<file path="config.mk">
export PLATFORM = sky130hd
export DESIGN_NAME = rnpr_sqrt
export DESIGN_NICKNAME = d
export VERILOG_FILES = /design/src/rtl/rnpr_sqrt.sv
export SDC_FILE = /design/constraint.sdc
export NUM_CORES = 1
export LEC_CHECK = 0
export BUFFER_PORTS_ARGS = -buffer_cell sky130_fd_sc_hd__buf_4
export CAP_MARGIN = 20
export CORE_ASPECT_RATIO = 1.75
export CORE_MARGIN = 4
export CORE_UTILIZATION = 60
export CTS_CLUSTER_DIAMETER = 80
export DETAILED_ROUTE_END_ITERATION = 8
export PLACE_DENSITY_LB_ADDON = 0.15
export SYNTH_ARGS = -nofsm -noshare
export SYNTH_HDL_FRONTEND = slang
export SYNTH_SLANG_ARGS = --single-unit
</file>
<file path="constraint.sdc">
create_clock -name clock -period 7.78 [get_ports clock]
set_input_delay 2.334 -clock clock [delete_from_list [all_inputs] [get_ports clock]]
set_output_delay 2.334 -clock clock [all_outputs]
set_load 0.01 [all_outputs]
</file>
<file path="src/rtl/rnpr_sqrt.sv">
// Integer square root, two radicand bits per cycle.
// Used for the contact distance; depends on nothing else.
module rnpr_sqrt (
   input  logic        clock,
   input  logic        reset,
   input  logic        start,
   input  logic [51:0] rad,
   output logic        done,
   output logic [25:0] root
);
   logic [51:0] v_ff, v_in;
   logic [27:0] r_ff, r_in;
   logic [25:0] q_ff, q_in;
   logic [4:0]  cnt_ff, cnt_in;
   logic        busy_ff, busy_in;
   logic        done_ff, done_in;
   logic [27:0] trial;
   logic [27:0] rem2;

   always_comb begin
      v_in = v_ff;
      r_in = r_ff;
      q_in = q_ff;
      cnt_in = cnt_ff;
      busy_in = busy_ff;
      done_in = 1'b0;
      rem2 = {r_ff[25:0], v_ff[51:50]};
      trial = {q_ff, 2'b01};
      if (start) begin
         v_in = rad;
         r_in = '0;
         q_in = '0;
         cnt_in = 5'd26;
         busy_in = 1'b1;
      end else if (busy_ff) begin
         v_in = {v_ff[49:0], 2'b00};
         if (rem2 >= trial) begin
            r_in = rem2 - trial;
            q_in = {q_ff[24:0], 1'b1};
         end else begin
            r_in = rem2;
            q_in = {q_ff[24:0], 1'b0};
         end
         cnt_in = cnt_ff - 1'b1;
         if (cnt_ff == 5'd1) begin
            busy_in = 1'b0;
            done_in = 1'b1;
         end
      end
   end

   always_ff @(posedge clock) begin
      if (reset) begin
         busy_ff <= 1'b0;
         done_ff <= 1'b0;
         cnt_ff <= '0;
      end else begin
         busy_ff <= busy_in;
         done_ff <= done_in;
         cnt_ff <= cnt_in;
      end
      v_ff <= v_in;
      r_ff <= r_in;
      q_ff <= q_in;
   end

   assign done = done_ff;
   assign root = q_ff;
endmodule
</file>
### Word-level counts from Yosys, hierarchy flattened

Cells that the tools add are included.

* flip-flop bits (word level): 111
* bits of input ports: 55
* output and inout port bits: 27

* add/sub/neg operators: 2
* $lt $le $gt $ge: 1
* equality and inequality tests: 1
* muxes and demuxes: 10
* bitwise logic cells: 1
* reductions and logical operators: 3

Operators by type and width (count)
* 52-bit two-way mux: 2
* 28-bit greater-or-equal comparator: 1
* 26-bit two-way mux: 1
* 26-bit subtractor: 1
* 5-bit two-way mux: 2
* 5-bit by 1-bit == test with 1-bit output (second input constant): 1
* 1-bit two-way mux: 5
* 5-bit by 1-bit subtractor with 5-bit output (second input constant): 1
* 3-bit OR reduction: 1
* 2-bit nonzero test: 1
* 2-bit OR reduction: 1
* 1-bit NOT: 1

### Logic depth before layout (Yosys ltp)

Gate-level depths: netlist of run 1.

* depth in word-level cells: 4
* gate-level depth with buffers: 13
* mapped depth without buffers: 10

### Worst setup path after synthesis of run 1

No wires, ideal clock.

* kind: input to register
* from: input port start
* to: register v_ff[0], enable pin
* setup time: 406 ps
* data arrival time: 3917 ps
* required time: 7374 ps
* slack: 3457 ps
* cell stages on the path: 4
* path buffers: 2
* cells stage by stage: clkbuf_1 -> nor2_1 -> clkbuf_1 -> inv_1

* longest elaborated chain between the ends: 1

RTL lines
* from (decl): line 6 `input logic start,`
* 2-bit nonzero test (no source line)
* to (signal assigned): line 62 `v_ff <= v_in;`
* to (decl): line 11 `logic [51:0] v_ff, v_in;`

No other way between the ends.
A chain may end at the register's enable or synchronous reset.

### Worst setup path after layout of run 1

* from: input port start
* to: register v_ff[46], enable pin

The elaborated chain is that of the path after synthesis.

==> flow_summary.ini, run 1 <==
[timing]
fin_crit_sh = 0.495
setup_tns_ps = 0
layout_min_cycle_time_ps = 3850
maxSlewHeadroom = 0.450
hold_viol_final = 0
worst_pin_slew_ps = 826
setup_viol = 0
skew_ps = 8.06
rsz0062_at_grt = false
whs_ps = 487
fmax_mhz = 259
maxSlewViolCount = 0

[cts]
ctsHoldBuffers = 0
cts.sinks = 111
clkTransAtPathRegs_ps = 80
htreeDepth = 3
post_cts_buffers = 0
numCtsBuffers = 9
cts_buffer_depth = 2
root_buffer = clkbuf_16
cts_tree = done
cts_resized = 0
clk_latency_ps = 360

[logic_synthesis]
ys.flop_type = dfxtp_1
yosysMostFrequentCell = nor2_1
synth_top_area_share = 0.264
ys_seq_area_frac = 0.464
avgSynthCellArea_um2 = 10.5
synth_fp_nets = 647
yosys-top-cells-area = edfxtp_1, dfxtp_1, mux2_2
synth_area_um2 = 5910
syn_inst = 562
synth_edf_count = 52
synth_warnings = 0
synth_top_area_cell = edfxtp_1
ys_types = 52
async_flop_share = 0
synthTopCellsByCount = nor2_1, dfxtp_1, edfxtp_1, mux2_2, mux2i_1
ys_ff_latch = 111

[drt]
drt_wl_total_um = 12600
antenna_left = 0
wl_per_cell_um = 16.5
drc = 0
drt_iter0_drc = 234
dr_total_vias = 4345
dr.pass1.iters = 4
via_per_inst = 5.72

[cells_and_area]
multiInputGateArea_um2 = 2920
area_growth_pct = 17.0
drive_gt1_frac = 0.255
seq_area_um2 = 2740
n_antenna_cell = 0
final_nets = 718
fillCellCount = 730

[critical_path]
worstPathArrival_ps = 3970
crit_path_end_kind = flip-flop
worst_ep_required_time_ps = 7890
reg2reg_depth = 11
crit_type = input pin to flip-flop
crit_fanout = 43
start_kind = input pin

[job]
cap_violations = 0

[placement]
dp_hpwl_um = 8980
placement.io_buffers = 81
gp_congestion = 0.903

[min_path]
worstHoldPathCells = 2
hold_class = flip-flop to flip-flop

[die]
rows = 47
die_w_um = 83.0
die_area_um2 = 11600
die_y_um = 139
initial_utilization = 0.621
io_pins = 82
core_area_um2 = 9530

[global_routing]
gr-total-overflow = 0
antenna_found_initial = 0
grt_pass1_wl_um = 20500
grt_use_total = 0.216
first_global_vias = 4502
grt_max_degree = 68

[power]
power.leakage_nw = 2.82
power.density_nw_per_um2 = 281
vdd_drop_max_uv = 218

[run_status]
status = complete, no violations
## cell usage in the layout (no fill, tap or decap), types with 16 or more instances in the layout
cell type	Yosys	layout
buf_4	2	84
nor2_1	65	65
dfxtp_1	59	58
edfxtp_1	52	52
mux2_2	50	50
mux2i_1	47	47
inv_1	40	39
a21oi_1	30	30
ha_1	30	30
nand2_1	25	25
a211oi_1	18	18
xnor2_1	16	16
## kinds of logic after synthesis
kind of cell | share of synthesized area
AND/OR/NAND/NOR | 0.0940
flip-flops | 0.464
AO/OA/AOI/OAI | 0.117
multiplexers | 0.177
buffers and inverters | 0.0442
adder cells (fa/ha/maj) | 0.0635
XOR/XNOR | 0.0400
## power by group
part           switching [mW]  leakage (nW)  internal [mW]
Sequential             0.0363          1.01          0.676
Clock                   0.235         0.142          0.227
Combinational           0.425          1.68          0.343
Total                   0.696          2.82           1.25
## through the flow
stage	cells	total power, mW	setup WS (ps)	instance area (um2)	util
after floorplan	562	1.32	3460	5910	-
after global placement	743	1.46	3540	6590	0.692
after detailed placement	743	1.48	3490	6590	0.692
after CTS	759	1.94	3860	6890	0.723
after global routing	760	2.04	3740	6920	0.726
final	760	1.94	3930	6920	0.726
## registers in the layout, indices dropped and copies added (netlist names)
| register | count |
|---|---|
| busy_ff | 1 |
| cnt_ff | 5 |
| done | 1 |
| r_ff | 26 |
| root | 26 |
| v_ff | 52 |
## routing by layer
layer	share of wire	global-route usage
met3	0.039	0.0479
met1	0.38	0.222
met4	0.033	0.0930
met2	0.55	0.411
met5	0	0
## final cells by class
class	instances	share of cell area
flip-flops and latches	111	0.397
clock inverters	7	0.0101
clock buffers	9	0.0326
well taps	122	0.0221
multi-input cells	386	0.422
repair buffers	85	0.0952
inverters	40	0.0217
## worst max-delay path, cell delays in order
cell and delay (ps):
buf_4 250, nor2_1 610, inv_2 460, buf_16 300
## worst paths after layout
kind | start | to | slack, ps
setup reg to reg | root[11]$_SDFFE_PP0P_ | r_ff[17]$_SDFFE_PP0P_ | 4430
hold reg to reg | r_ff[5]$_SDFFE_PP0P_ | r_ff[5]$_SDFFE_PP0P_ | 490
setup / recovery | start | v_ff[46]$_DFFE_PP_ | 3930
hold / removal | r_ff[5]$_SDFFE_PP0P_ | r_ff[5]$_SDFFE_PP0P_ | 490
Power figures use the tool's default switching activity.
==> inputs of run 2 (changes only) <==
--- a/config.mk
+++ b/config.mk
@@ -9,7 +9,7 @@
 export CAP_MARGIN = 20
 export CORE_ASPECT_RATIO = 1.75
 export CORE_MARGIN = 4
-export CORE_UTILIZATION = 60
+export CORE_UTILIZATION = 58
 export CTS_CLUSTER_DIAMETER = 80
 export DETAILED_ROUTE_END_ITERATION = 8
 export PLACE_DENSITY_LB_ADDON = 0.15
==> constraint.sdc (replaced) <==
create_clock -name clock -period 3.8 [get_ports clock]
set_input_delay 1.14 -clock clock [delete_from_list [all_inputs] [get_ports clock]]
set_output_delay 1.14 -clock clock [all_outputs]
set_load 0.01 [all_outputs]
==> run 2 against run 1 <==
Sequential cell count stayed put; cell count is 0.66% higher; largest cell class unchanged; clock skew is 1.3 ps lower; first-iteration DRC count is 22% lower; non-clock buffer count is 2 higher; critical path depth is 7 higher; sequential share of layout area hardly changed; critical endpoint is now r_ff[12]$_SDFFE_PP0P_; clock power is 100% higher; wire length is 1.3% lower; combinational power is 100% higher; count of clock-buffer cells in the layout stayed put.
==> flow_summary.ini, run 2 (synthesis results as in run 1) <==
[run_status]
status = complete, no violations

[drt]
drt_iter0_drc = 182
antenna_left = 0
via_per_inst = 5.70
drc = 0
dr_total_vias = 4359
wl_per_cell_um = 16.2
drt_wl_total_um = 12400
dr.pass1.iters = 5

[die]
initial_utilization = 0.597
die_y_um = 142
rows = 48
io_pins = 82
die_area_um2 = 11900
die_w_um = 84.3
core_area_um2 = 9910

[critical_path]
crit_fanout = 15
crit_type = flip-flop to flip-flop
worstPathArrival_ps = 3250
r2r_slack_ps = 740
startpoint = root[3]$_SDFFE_PP0P_
start_kind = flip-flop
crit_path_end_kind = flip-flop
r2r_start = root[3]$_SDFFE_PP0P_
worst_ep_required_time_ps = 3990
worstReg2RegEnd = r_ff[12]$_SDFFE_PP0P_
reg2reg_depth = 11

[min_path]
min-delay-start = r_ff[0]$_SDFFE_PP0P_
worstHoldPathCells = 2
hold_class = flip-flop to flip-flop
whs_endpoint = r_ff[0]$_SDFFE_PP0P_

[cells_and_area]
final_common_cell = buf_4
largest_register_ffs = 52
n_antenna_cell = 0
final_nets = 720
largest_register = v_ff
drive_gt1_frac = 0.258
layout_common_cells = buf_4, nor2_1, dfxtp_1
fillCellCount = 786
post-route-util = 0.697
area_growth_pct = 16.9

[cts]
numCtsBuffers = 9
cts_resized = 0
ctsHoldBuffers = 0
root_buffer = clkbuf_16
cts.sinks = 111
clkTransAtPathRegs_ps = 70
cts_buffer_depth = 2
post_cts_buffers = 0
htreeDepth = 3
cts_tree = done
clk_latency_ps = 350

[global_routing]
grt_pass1_wl_um = 21000
antenna_found_initial = 0
first_global_vias = 4695
gr-total-overflow = 0
grt_max_degree = 68
grt_use_total = 0.217

[power]
vdd_drop_max_uv = 324
power.density_nw_per_um2 = 571
power.leakage_nw = 2.83

[timing]
rsz0062_at_grt = false
maxSlewViolCount = 0
fmax_mhz = 327
worst_pin_slew_ps = 963
fin_crit_sh = 0.805
setup_viol = 0
maxSlewHeadroom = 0.356
layout_min_cycle_time_ps = 3060
setup_tns_ps = 0
hold_viol_final = 0
skew_ps = 6.78

[placement]
placement.io_buffers = 81
gp_congestion = 0.910
dp_hpwl_um = 9070

[job]
cap_violations = 0
[run 2: cell types whose count changed in the layout (fill, tap and decap cells not counted), sizes merged]
| cell | change |
|---|---|
| clkinvlp | -1 |
| clkinv | +1 |
| buf | +2 |
[run 2: how the worst max path moves through the flow]
stage,cells after the start,slack (ps),endpoint
2_1_floorplan,4,670,v_ff[0]$_SDFFCE_PN0P_
3_3_place_gp,11,880,r_ff[7]$_SDFFE_PP0P_
3_5_place_dp,11,800,r_ff[12]$_SDFFE_PP0P_
4_1_cts,11,750,r_ff[12]$_SDFFE_PP0P_
5_1_grt,11,490,r_ff[7]$_SDFFE_PP0P_
6_report,11,740,r_ff[12]$_SDFFE_PP0P_
[run 2: through the flow]
step           instances  cell area [um2]  total power, mW  setup slack (ps)  hold WS (ps)
2_1_floorplan        562             5910             2.69               671           442
3_3_place_gp         749             6620             2.99               884           462
3_5_place_dp         749             6620             3.02               797           462
4_1_cts              765             6910             3.97               747           477
5_1_grt              765             6910             4.20               490           498
6_report             765             6910             3.95               741           479
[run 2: power by group]
part	internal, mW	leakage, nW	switching (mW)
sequential	1.38	1.01	0.0684
clock	0.463	0.145	0.470
combinational	0.708	1.68	0.853
total	2.56	2.83	1.39
[run 2: layer usage]
metal | part of all wire | vias up | track usage
met1 | 0.37 | 2062 | 0.226
met4 | 0.032 | 0 | 0.111
met3 | 0.043 | 32 | 0.0389
met5 | 0 | - | 0
met2 | 0.56 | 102 | 0.406
li1 | - | 2163 | -
[run 2: final cells by class]
class,count,area (um2),area share
well taps,125,156,0.0226
repair buffers,87,653,0.0945
inverters,40,150,0.0217
multi-input cells,386,2920,0.422
clock inverters,7,67.6,0.00978
flip-flops and latches,111,2740,0.397
clock buffers,9,225,0.0326
[run 2: critical path: stages (launching register included)]
cell and delay, ps:
dfxtp_1 370, inv_1 60, ha_1 380, a211oi_1 280, nor2_1 120, nor3_2 260, o2111a_1 280, o21ai_2 90
a21oi_4 380, buf_4 360, mux2i_1 230, a211oi_1 90
