==> config.mk <==
export PLATFORM = sky130hd
export DESIGN_NAME = rnpr_divider
export DESIGN_NICKNAME = d
export VERILOG_FILES = /design/src/rtl/rnpr_divider.sv
export SDC_FILE = /design/constraint.sdc
export NUM_CORES = 1
export LEC_CHECK = 0
export BUFFER_PORTS_ARGS = -buffer_cell sky130_fd_sc_hd__buf_2
export CORE_MARGIN = 1
export CORE_UTILIZATION = 58
export DETAILED_ROUTE_END_ITERATION = 7
export GPL_TIMING_DRIVEN = 1
export PLACE_DENSITY_LB_ADDON = 0.12
export SLEW_MARGIN = 25
export SYNTH_ARGS = -nofsm -noshare
export SYNTH_HDL_FRONTEND = slang
export SYNTH_SLANG_ARGS = --single-unit
==> constraint.sdc <==
create_clock -name clock -period 3.9 [get_ports clock]
set_input_delay 0.975 -clock clock [delete_from_list [all_inputs] [get_ports clock]]
set_output_delay 0.975 -clock clock [all_outputs]
set_load 0.005 [all_outputs]
==> src/rtl/rnpr_divider.sv <==
// Restoring divider, one quotient bit per cycle.
// Serves the falloff ratio and the contact offset.
// No dependencies.
module rnpr_divider #(
   parameter int NumW = 64,
   parameter int DenW = 64
) (
   input  logic            clock,
   input  logic            reset,
   input  logic            start,
   input  logic [NumW-1:0] num,
   input  logic [DenW-1:0] den,
   output logic            done,
   output logic [NumW-1:0] quo
);
   localparam int CntW = $clog2(NumW + 1);

   logic [NumW-1:0] q_ff, q_in;
   logic [DenW:0]   r_ff, r_in;
   logic [DenW-1:0] d_ff, d_in;
   logic [CntW-1:0] cnt_ff, cnt_in;
   logic            busy_ff, busy_in;
   logic            done_ff, done_in;
   logic [DenW:0]   trial;

   always_comb begin
      q_in = q_ff;
      r_in = r_ff;
      d_in = d_ff;
      cnt_in = cnt_ff;
      busy_in = busy_ff;
      done_in = 1'b0;
      trial = {r_ff[DenW-1:0], q_ff[NumW-1]};
      if (start) begin
         q_in = num;
         r_in = '0;
         d_in = den;
         cnt_in = CntW'(NumW);
         busy_in = 1'b1;
      end else if (busy_ff) begin
         // shift one numerator bit into the remainder, subtract if it fits
         if (trial >= {1'b0, d_ff}) begin
            r_in = trial - {1'b0, d_ff};
            q_in = {q_ff[NumW-2:0], 1'b1};
         end else begin
            r_in = trial;
            q_in = {q_ff[NumW-2:0], 1'b0};
         end
         cnt_in = cnt_ff - 1'b1;
         if (cnt_ff == CntW'(1)) begin
            busy_in = 1'b0;
            done_in = 1'b1;
         end
      end
   end

   always_ff @(posedge clock) begin
      if (reset) begin
         busy_ff <= 1'b0;
         done_ff <= 1'b0;
         cnt_ff <= '0;
      end else begin
         busy_ff <= busy_in;
         done_ff <= done_in;
         cnt_ff <= cnt_in;
      end
      q_ff <= q_in;
      r_ff <= r_in;
      d_ff <= d_in;
   end

   assign done = done_ff;
   assign quo  = q_ff;
endmodule

== Yosys cells after proc, flatten, opt, wreduce, memory -nomap -nowiden ==
Index checks and enable logic that the tools add are counted.
Cells by class
  $add $sub $neg: 2
  order comparisons: 1
  eq/ne operators: 1
  multiplexer cells: 10
  bitwise gates (word level): 1
  reduce and logical (&&, ||, !) cells: 3
Operators with widths (number)
  $mux 64: 3
  $ge 65x64->1: 1
  $sub 64x64->64: 1
  $mux 7: 2
  $eq 7x1->1 const B: 1
  $sub 7x1->7 const B: 1
  $mux 1: 5
  $reduce_or 3->1: 1
  $reduce_bool 2->1: 1
  $reduce_or 2->1: 1
  $not 1->1: 1
Word-level totals
  flip-flop bits (word level): 201
  input bits: 131
  output and inout port bits: 65
  logic and storage cells: 25

== Logic depth before layout (Yosys ltp) ==
Gate-level depths: netlist of run 1.
  depth after elaboration: 4
  depth in mapped cells: 15
  gate-level depth less buffers: 13

== Least setup slack after synthesis of run 1 ==
Ideal clock, no wire load.
  path kind: register to register
  from: register d_ff[12]
  to: register q_ff[0] (netlist: quo[0]) (data pin)
  data arrival time: 2.861 ns
  setup slack: 0.779 ns
  cell stages (with the launch flop): 14
  path through: edfxtp_1 inv_1 ha_1 buf_6 a21oi_2 or3b_1 a2111oi_4 a21oi_2 o31a_1 a21oi_2 o21ai_2 buf_2 buf_1 mux2_2
On the way
  longest elaborated chain between the ends: 4
RTL lines
  start, declared: RTL line 20  | logic [DenW-1:0] d_ff, d_in;
  start signal, assigned: RTL line 69  | d_ff <= d_in;
  $ge 65x64->1: RTL line 42  | if (trial >= {1'b0, d_ff}) begin
  $mux 1: RTL line 42
  $mux 64: RTL line 40  | end else if (busy_ff) begin
  $mux 64: RTL line 34  | if (start) begin
  net q_in[0]: RTL line 18  | logic [NumW-1:0] q_ff, q_in;
  end signal, assigned: RTL line 67  | q_ff <= q_in;
  end, declared: RTL line 18
The timed path passes the listed nets, and every way through them passes these cells. The select of a mux whose other input is x is not followed.
A chain may end at the register's enable or synchronous reset.

== Final worst setup path of run 1 ==
  from: register q_ff[63] (netlist: quo[63])
  to: register r_ff[62]
On the way
  longest elaborated chain between the ends: 2
  elaborated cells on any way between the ends: 3
  classes of those cells: add/sub: 1; order compare: 1; mux: 1
RTL lines
  $sub 64x64->64 or $ge 65x64->1 (tied branches): RTL line 43, 42
  $mux 64 *: RTL line 42
  end signal, assigned: RTL line 68  | r_ff <= r_in;
  end, declared: RTL line 19  | logic [DenW:0] r_ff, r_in;
Mark *: on every way between the ends. The rest lies on a longest branch, timed or not.

==> results.ini, run 1 <==
[status]
outcome=complete, no violations

[synth]
synth_top_family_by_area=compound AO/OA/AOI/OAI gates
synth_xor_area_share_pct=3.72
yosys_warnings=0
netlist_instances=1281
synth-main-ff-cell=edfxtp_1
syn_area_per_cell_um2=9.56
synth-edff-count=128
yosysSeqAreaShare_pct=43.3
ys_async_sr_fraction_pct=0
muxShareOfSynthArea_pct=6.41
syn_nets=1479
yosys.area_share.adder_pct=6.91
yosys.area.top_type=edfxtp_1
synth_top_area_share_pct=31.4
synth_most_common_cell=nand2_1
synth_area_leaders=edfxtp_1 31%, dfxtp_1 12%, ha_1 6.7%
syn-cell-area_mm2=0.0122
synth_common_cells=138 x nand2_1, 128 x edfxtp_1, 115 x a21oi_1
ys_ff_latch=201
synthSimpleGateAreaFrac_pct=14.2
synthDistinctLibCells=74
synth_compound_area_share_pct=19.3

[floorplan]
die_w_um=147
core_mm2=0.0205
dieHeight_um=147
io_pins=196
num_rows=52
die_area_mm2=0.0217
start_util_pct=59.7

[routing]
vias=10200
wl_per_cell_um=17.1
drt_iter0_drc=773
vias_per_cell=5.88
drt-total-wl_mm=29.7
drtPass1Iterations=5
drtAntennaViolNets=0
drc=0

[clock_tree]
numCtsBuffers=23
clockBufferDepth=3
cts_tree=yes
cts.sinks=201
cts_max_level=1
cts-root-buf=clkbuf_16
clkTransAtPathRegs_ps=60
clock_latency_ps=530

[sta]
tightest_slew_ps=945
finalClockSkew_ps=13.6
hold_viol_final=0
clock.fmax_ghz=0.275
maxSlewViolCount=0
whs_ps=488
slew_headroom_pct=35.3
rsz0062_at_grt=no
period_needed_ps=3630
tns_ps=0
min_period_over_period_pct=93.1
setup_violations=0

[hold_path]
hold_path_class=reg -> reg
min_from=cnt_ff[0]

[final_layout]
antenna_cells=0
drive_gt1_share_pct=24.8
final_cells=1733
nets=1644
syn_to_final_growth_pct=16.3

[setup_path]
crit_required_ps=4370
cp.arrival_ps=4100
r2r-start=quo[63]
worst_setup_path_end_kind=flip-flop
startpoint=quo[63]
crit_type=reg -> reg
path_max_fanout=4
cp-start-kind=flip-flop

[grt]
antenna_found_initial=0
met1_usage_pct=36.3
grt_pass1_vias=10100
grt_max_degree=74
grt.total_usage_pct=27.5
grt.busiest_layer=met2
grt_use_met3_pct=5.37
grt_pass1_wl_mm=49.0
grt-ovfl-total=0
use_met2_pct=45.5

[power]
vdd_drop_max_mv=0.386
p_leak_nw=6.07
p_per_area_mw_per_mm2=464

[placed_design]
place_congestion=0.915
dp.final_hpwl_mm=21.3
io_buffers=195
dp_cells=1691

[job]
drv_cap=0

through the flow:
| step | power (mW) | instance area [um^2] | util [%] | setup WS, ps |
|---|---|---|---|---|
| after CTS | 6.63 | 14200 | 69.5 | 8.79 |
| after global routing | 6.93 | 14200 | 69.5 | 32.9 |
| final | 6.62 | 14200 | 69.5 | 270 |
| after floorplan | 3.82 | 12200 | - | 779 |
| after global placement | 4.24 | 13400 | 65.4 | 99.2 |
| after detailed placement | 4.27 | 13400 | 65.4 | 71.2 |
critical path, cell delays in order (launching register included):
cell and delay (ps):
edfxtp_1 360, inv_1 50, ha_1 210, fa_1 390
nor2b_1 240, o2111ai_1 180, a211oi_1 310, buf_4 180
a211oi_1 130, nor3_2 330, o21bai_2 180, o311ai_1 380
a21oi_1 110, nor4b_1 340, o21a_1 180
cells by family (layout without fill, tap and decap cells):
group | count (synthesis) | in the layout
AOI/OAI and AO/OA | 340 | 340
adders and majority gates | 67 | 67
xor gates and xnor gates | 52 | 52
muxes | 70 | 70
and+or+nand+nor | 379 | 379
DFF | 201 | 201
buffers and inverters | 172 | 354
what timing repair did:
item | in CTS | in global routing
setup endpoints to repair | 0 | 1
hold buffers | 0 | 0
buffers inserted | 0 | 0
gates resized for setup | 0 | 2
path summary, 6_finish.rpt:
check	end	slack [ps]	depth (start not counted)
hold reg to reg	cnt_ff[0]	490	2
setup / recovery	r_ff[62]	270	14
setup reg to reg	r_ff[62]	270	14
hold / removal	cnt_ff[0]	490	2
layer usage:
metal	up-vias	wire (um)
met3	62	2100
li1	4993	-
met4	0	829
met5	-	0
met1	4768	13100
met2	369	13600
where the power goes:
| part | total, mW | internal (mW) | switching (mW) |
|---|---|---|---|
| clock | 2.34 | 1.47 | 0.873 |
| sequential | 2.61 | 2.49 | 0.120 |
| combinational | 1.66 | 0.683 | 0.981 |
cell usage in the layout, fill, tap and decap left out, types with 4 or more instances in the layout:
| cell type | synthesis | layout |
|---|---|---|
| buf_2 | 10 | 194 |
| nand2_1 | 138 | 137 |
| edfxtp_1 | 128 | 128 |
| a21oi_1 | 115 | 115 |
| nor2_1 | 108 | 108 |
| inv_1 | 93 | 93 |
| dfxtp_1 | 73 | 72 |
| mux2_2 | 66 | 66 |
| ha_1 | 66 | 66 |
| o21ai_0 | 43 | 43 |
| xnor2_1 | 37 | 37 |
| nand4_1 | 32 | 32 |
| a21o_1 | 32 | 32 |
| nor3_1 | 29 | 28 |
| a211oi_1 | 23 | 23 |
| clkbuf_16 | 0 | 23 |
| a311oi_1 | 19 | 19 |
| a311oi_2 | 18 | 18 |
| buf_4 | 4 | 18 |
| nand3_1 | 16 | 16 |
| o21bai_1 | 15 | 15 |
| xor2_1 | 15 | 15 |
| o21a_1 | 15 | 14 |
| a31oi_1 | 10 | 10 |
| or2_2 | 10 | 10 |
| and3_1 | 10 | 10 |
| or3_1 | 9 | 9 |
| a211o_1 | 7 | 7 |
| nor2b_1 | 6 | 6 |
| clkbuf_1 | 55 | 6 |
| clkbuf_8 | 0 | 6 |
| o211ai_1 | 4 | 4 |
| a21boi_0 | 4 | 4 |
| or4_1 | 4 | 4 |
| bufinv_16 | 0 | 4 |
| buf_12 | 1 | 4 |
layout make-up:
cell class	instances	area [um^2]
fill	1597	6250
multi-input combinational	908	6210
sequential	201	5310
timing repair buffer	217	1200
clock buffer	35	681
inverter	95	357
tap	270	338
clock inverter	7	150
state kept, by name, indices dropped and copies added, names as in the netlist:
name,flops
done,1
busy_ff,1
r_ff,64
quo,64
cnt_ff,7
d_ff,64
(Power assumes the default switching activity.)
==> run 2: changes to the inputs <==
--- a/config.mk
+++ b/config.mk
@@ -8,2 +8,3 @@
 export BUFFER_PORTS_ARGS = -buffer_cell sky130_fd_sc_hd__buf_2
+export CORE_ASPECT_RATIO = 1.2
 export CORE_MARGIN = 1
@@ -11,2 +12,3 @@
 export DETAILED_ROUTE_END_ITERATION = 7
+export GPL_ROUTABILITY_DRIVEN = 1
 export GPL_TIMING_DRIVEN = 1
==> constraint.sdc (replaced) <==
create_clock -name clock -period 3.9 [get_ports clock]
set_input_delay 0 -clock clock [delete_from_list [all_inputs] [get_ports clock]]
set_output_delay 0 -clock clock [all_outputs]
set_load 0.005 [all_outputs]
==> results.ini, run 2 (same netlist as run 1, synthesis figures left out) <==
[placed_design]
io_buffers=195
pre_cts_ws_ps=168
place_congestion=0.905
dp.final_hpwl_mm=21.0
dp_cells=1681
placed_cell_area_mm2=0.0133

[setup_path]
crit_path_cell_trace=inv_1 -> ha_1 -> nand2_1 -> or4_4 -> nor4_2 -> o311a_1 -> o31a_1 -> a21oi_2 -> o21ai_4 -> buf_4 -> o2111ai_1 -> a311oi_1
path_max_fanout=16
worst_setup_path_end_kind=flip-flop
r2r_cells=12
crit_required_ps=4310
r2r-start=d_ff[32]
cp.arrival_ps=4120
cp-start-kind=flip-flop
crit_type=reg -> reg
timing.rr.end=r_ff[49]
crit_path_max_incr_delay_ps=560
r2r_slack_ps=190
cp_slowest_cell=or4_4

[final_layout]
syn_to_final_growth_pct=25.6
nets=1769
fin_area_mm2=0.0154
antenna_cells=0
final_cells=1852
num-fill-cells=1431
drive_gt1_share_pct=22.4
final_common_cell=buf_2
final_cell_mix=194 x buf_2, 137 x nand2_1, 130 x dlygate4sd3_1

[routing]
drc=0
drt-total-wl_mm=33.1
wl_per_cell_um=17.9
drtAntennaViolNets=0
vias=10800
vias_per_cell=5.82
drt_iter0_drc=760
drtPass1Iterations=5

[grt]
grt.busiest_layer=met2
grt_max_degree=77
grt_use_met3_pct=5.40
grt_pass1_wl_mm=52.9
grt.total_usage_pct=30.3
grt-ovfl-total=0
antenna_found_initial=0
grt_pass1_vias=10900
met1_usage_pct=35.9
use_met2_pct=54.9

[sta]
clock.fmax_ghz=0.270
tightest_slew_ps=970
period_needed_ps=3710
setup_slack_ps=190
hold_viol_final=0
tns_ps=0
rsz0062_at_grt=yes
maxSlewViolCount=0
min_period_over_period_pct=95.1
finalClockSkew_ps=14.1
slew_headroom_pct=33.6
setup_violations=0

[hold_path]
min_from=den[38]
whs_endpoint=d_ff[38]
hold_path_class=in -> reg
whs_path_depth=2

[floorplan]
start_util_pct=59.8
die_w_um=135
dieHeight_um=161
num_rows=57
die_area_mm2=0.0217
io_pins=196
core_mm2=0.0205

[clock_tree]
post_cts_buffers=0
cts.sinks=201
clock_latency_ps=520
numCtsBuffers=23
cts_tree=yes
clkTransAtPathRegs_ps=60
cts-root-buf=clkbuf_16
cts_max_level=1
clockBufferDepth=3

[power]
p_per_area_mw_per_mm2=425
p_leak_nw=6.53
p_total_mw=6.54
vdd_drop_max_mv=0.372

[status]
outcome=complete, no violations

[job]
drv_cap=0

[run 2: layout make-up]
type	count	area (um^2)	share of cell area, %
tap	265	332	2.16
clock inverter	15	146	0.952
multi-input combinational	908	6220	40.5
sequential	201	5310	34.5
timing repair buffer	342	2420	15.8
inverter	95	357	2.32
clock buffer	26	587	3.82
[run 2: layer usage]
metal	vias to the layer above	share of wire, %
met4	0	2.7
met5	-	0
met2	383	51
met1	5072	40
li1	5247	-
met3	72	6.5
[run 2: how the worst max path moves through the flow]
stage / from / end / slack [ps]
after detailed placement: quo[63] / r_ff[62] / 170
after global placement: quo[63] / r_ff[62] / 250
after global routing: d_ff[14] / r_ff[49] / -7
final: d_ff[32] / r_ff[49] / 190
after floorplan: d_ff[12] / quo[0] / 780
after CTS: quo[63] / r_ff[62] / 90
[run 2: what timing repair did]
item                                    4_1_cts  5_1_grt
hold buffers                                130        0
gates resized for setup                       0        3
endpoints found under the hold margin       141        0
endpoints found under the setup margin        0        5
[run 2: per-stage QoR]
| step | utilization [%] | hold slack, ps |
|---|---|---|
| after floorplan | - | 69.1 |
| after global placement | 65.1 | 177 |
| after detailed placement | 65.1 | 176 |
| after CTS | 75.1 | 180 |
| after global routing | 75.1 | 189 |
| final | 75.1 | 194 |
[run 2: critical path: cells and delay by family (launching register included)]
| kind | cells | cell delay [ps] |
|---|---|---|
| fa+ha+maj | 1 | 420 |
| flops | 1 | 320 |
| buf+inv | 2 | 380 |
| simple gates | 3 | 890 |
| compound gates | 6 | 1580 |
[run 2: where the power goes]
part           switching (mW)  internal, mW
sequential              0.128          2.49
clock                   0.880          1.28
combinational            1.01         0.761
total                    2.02          4.52
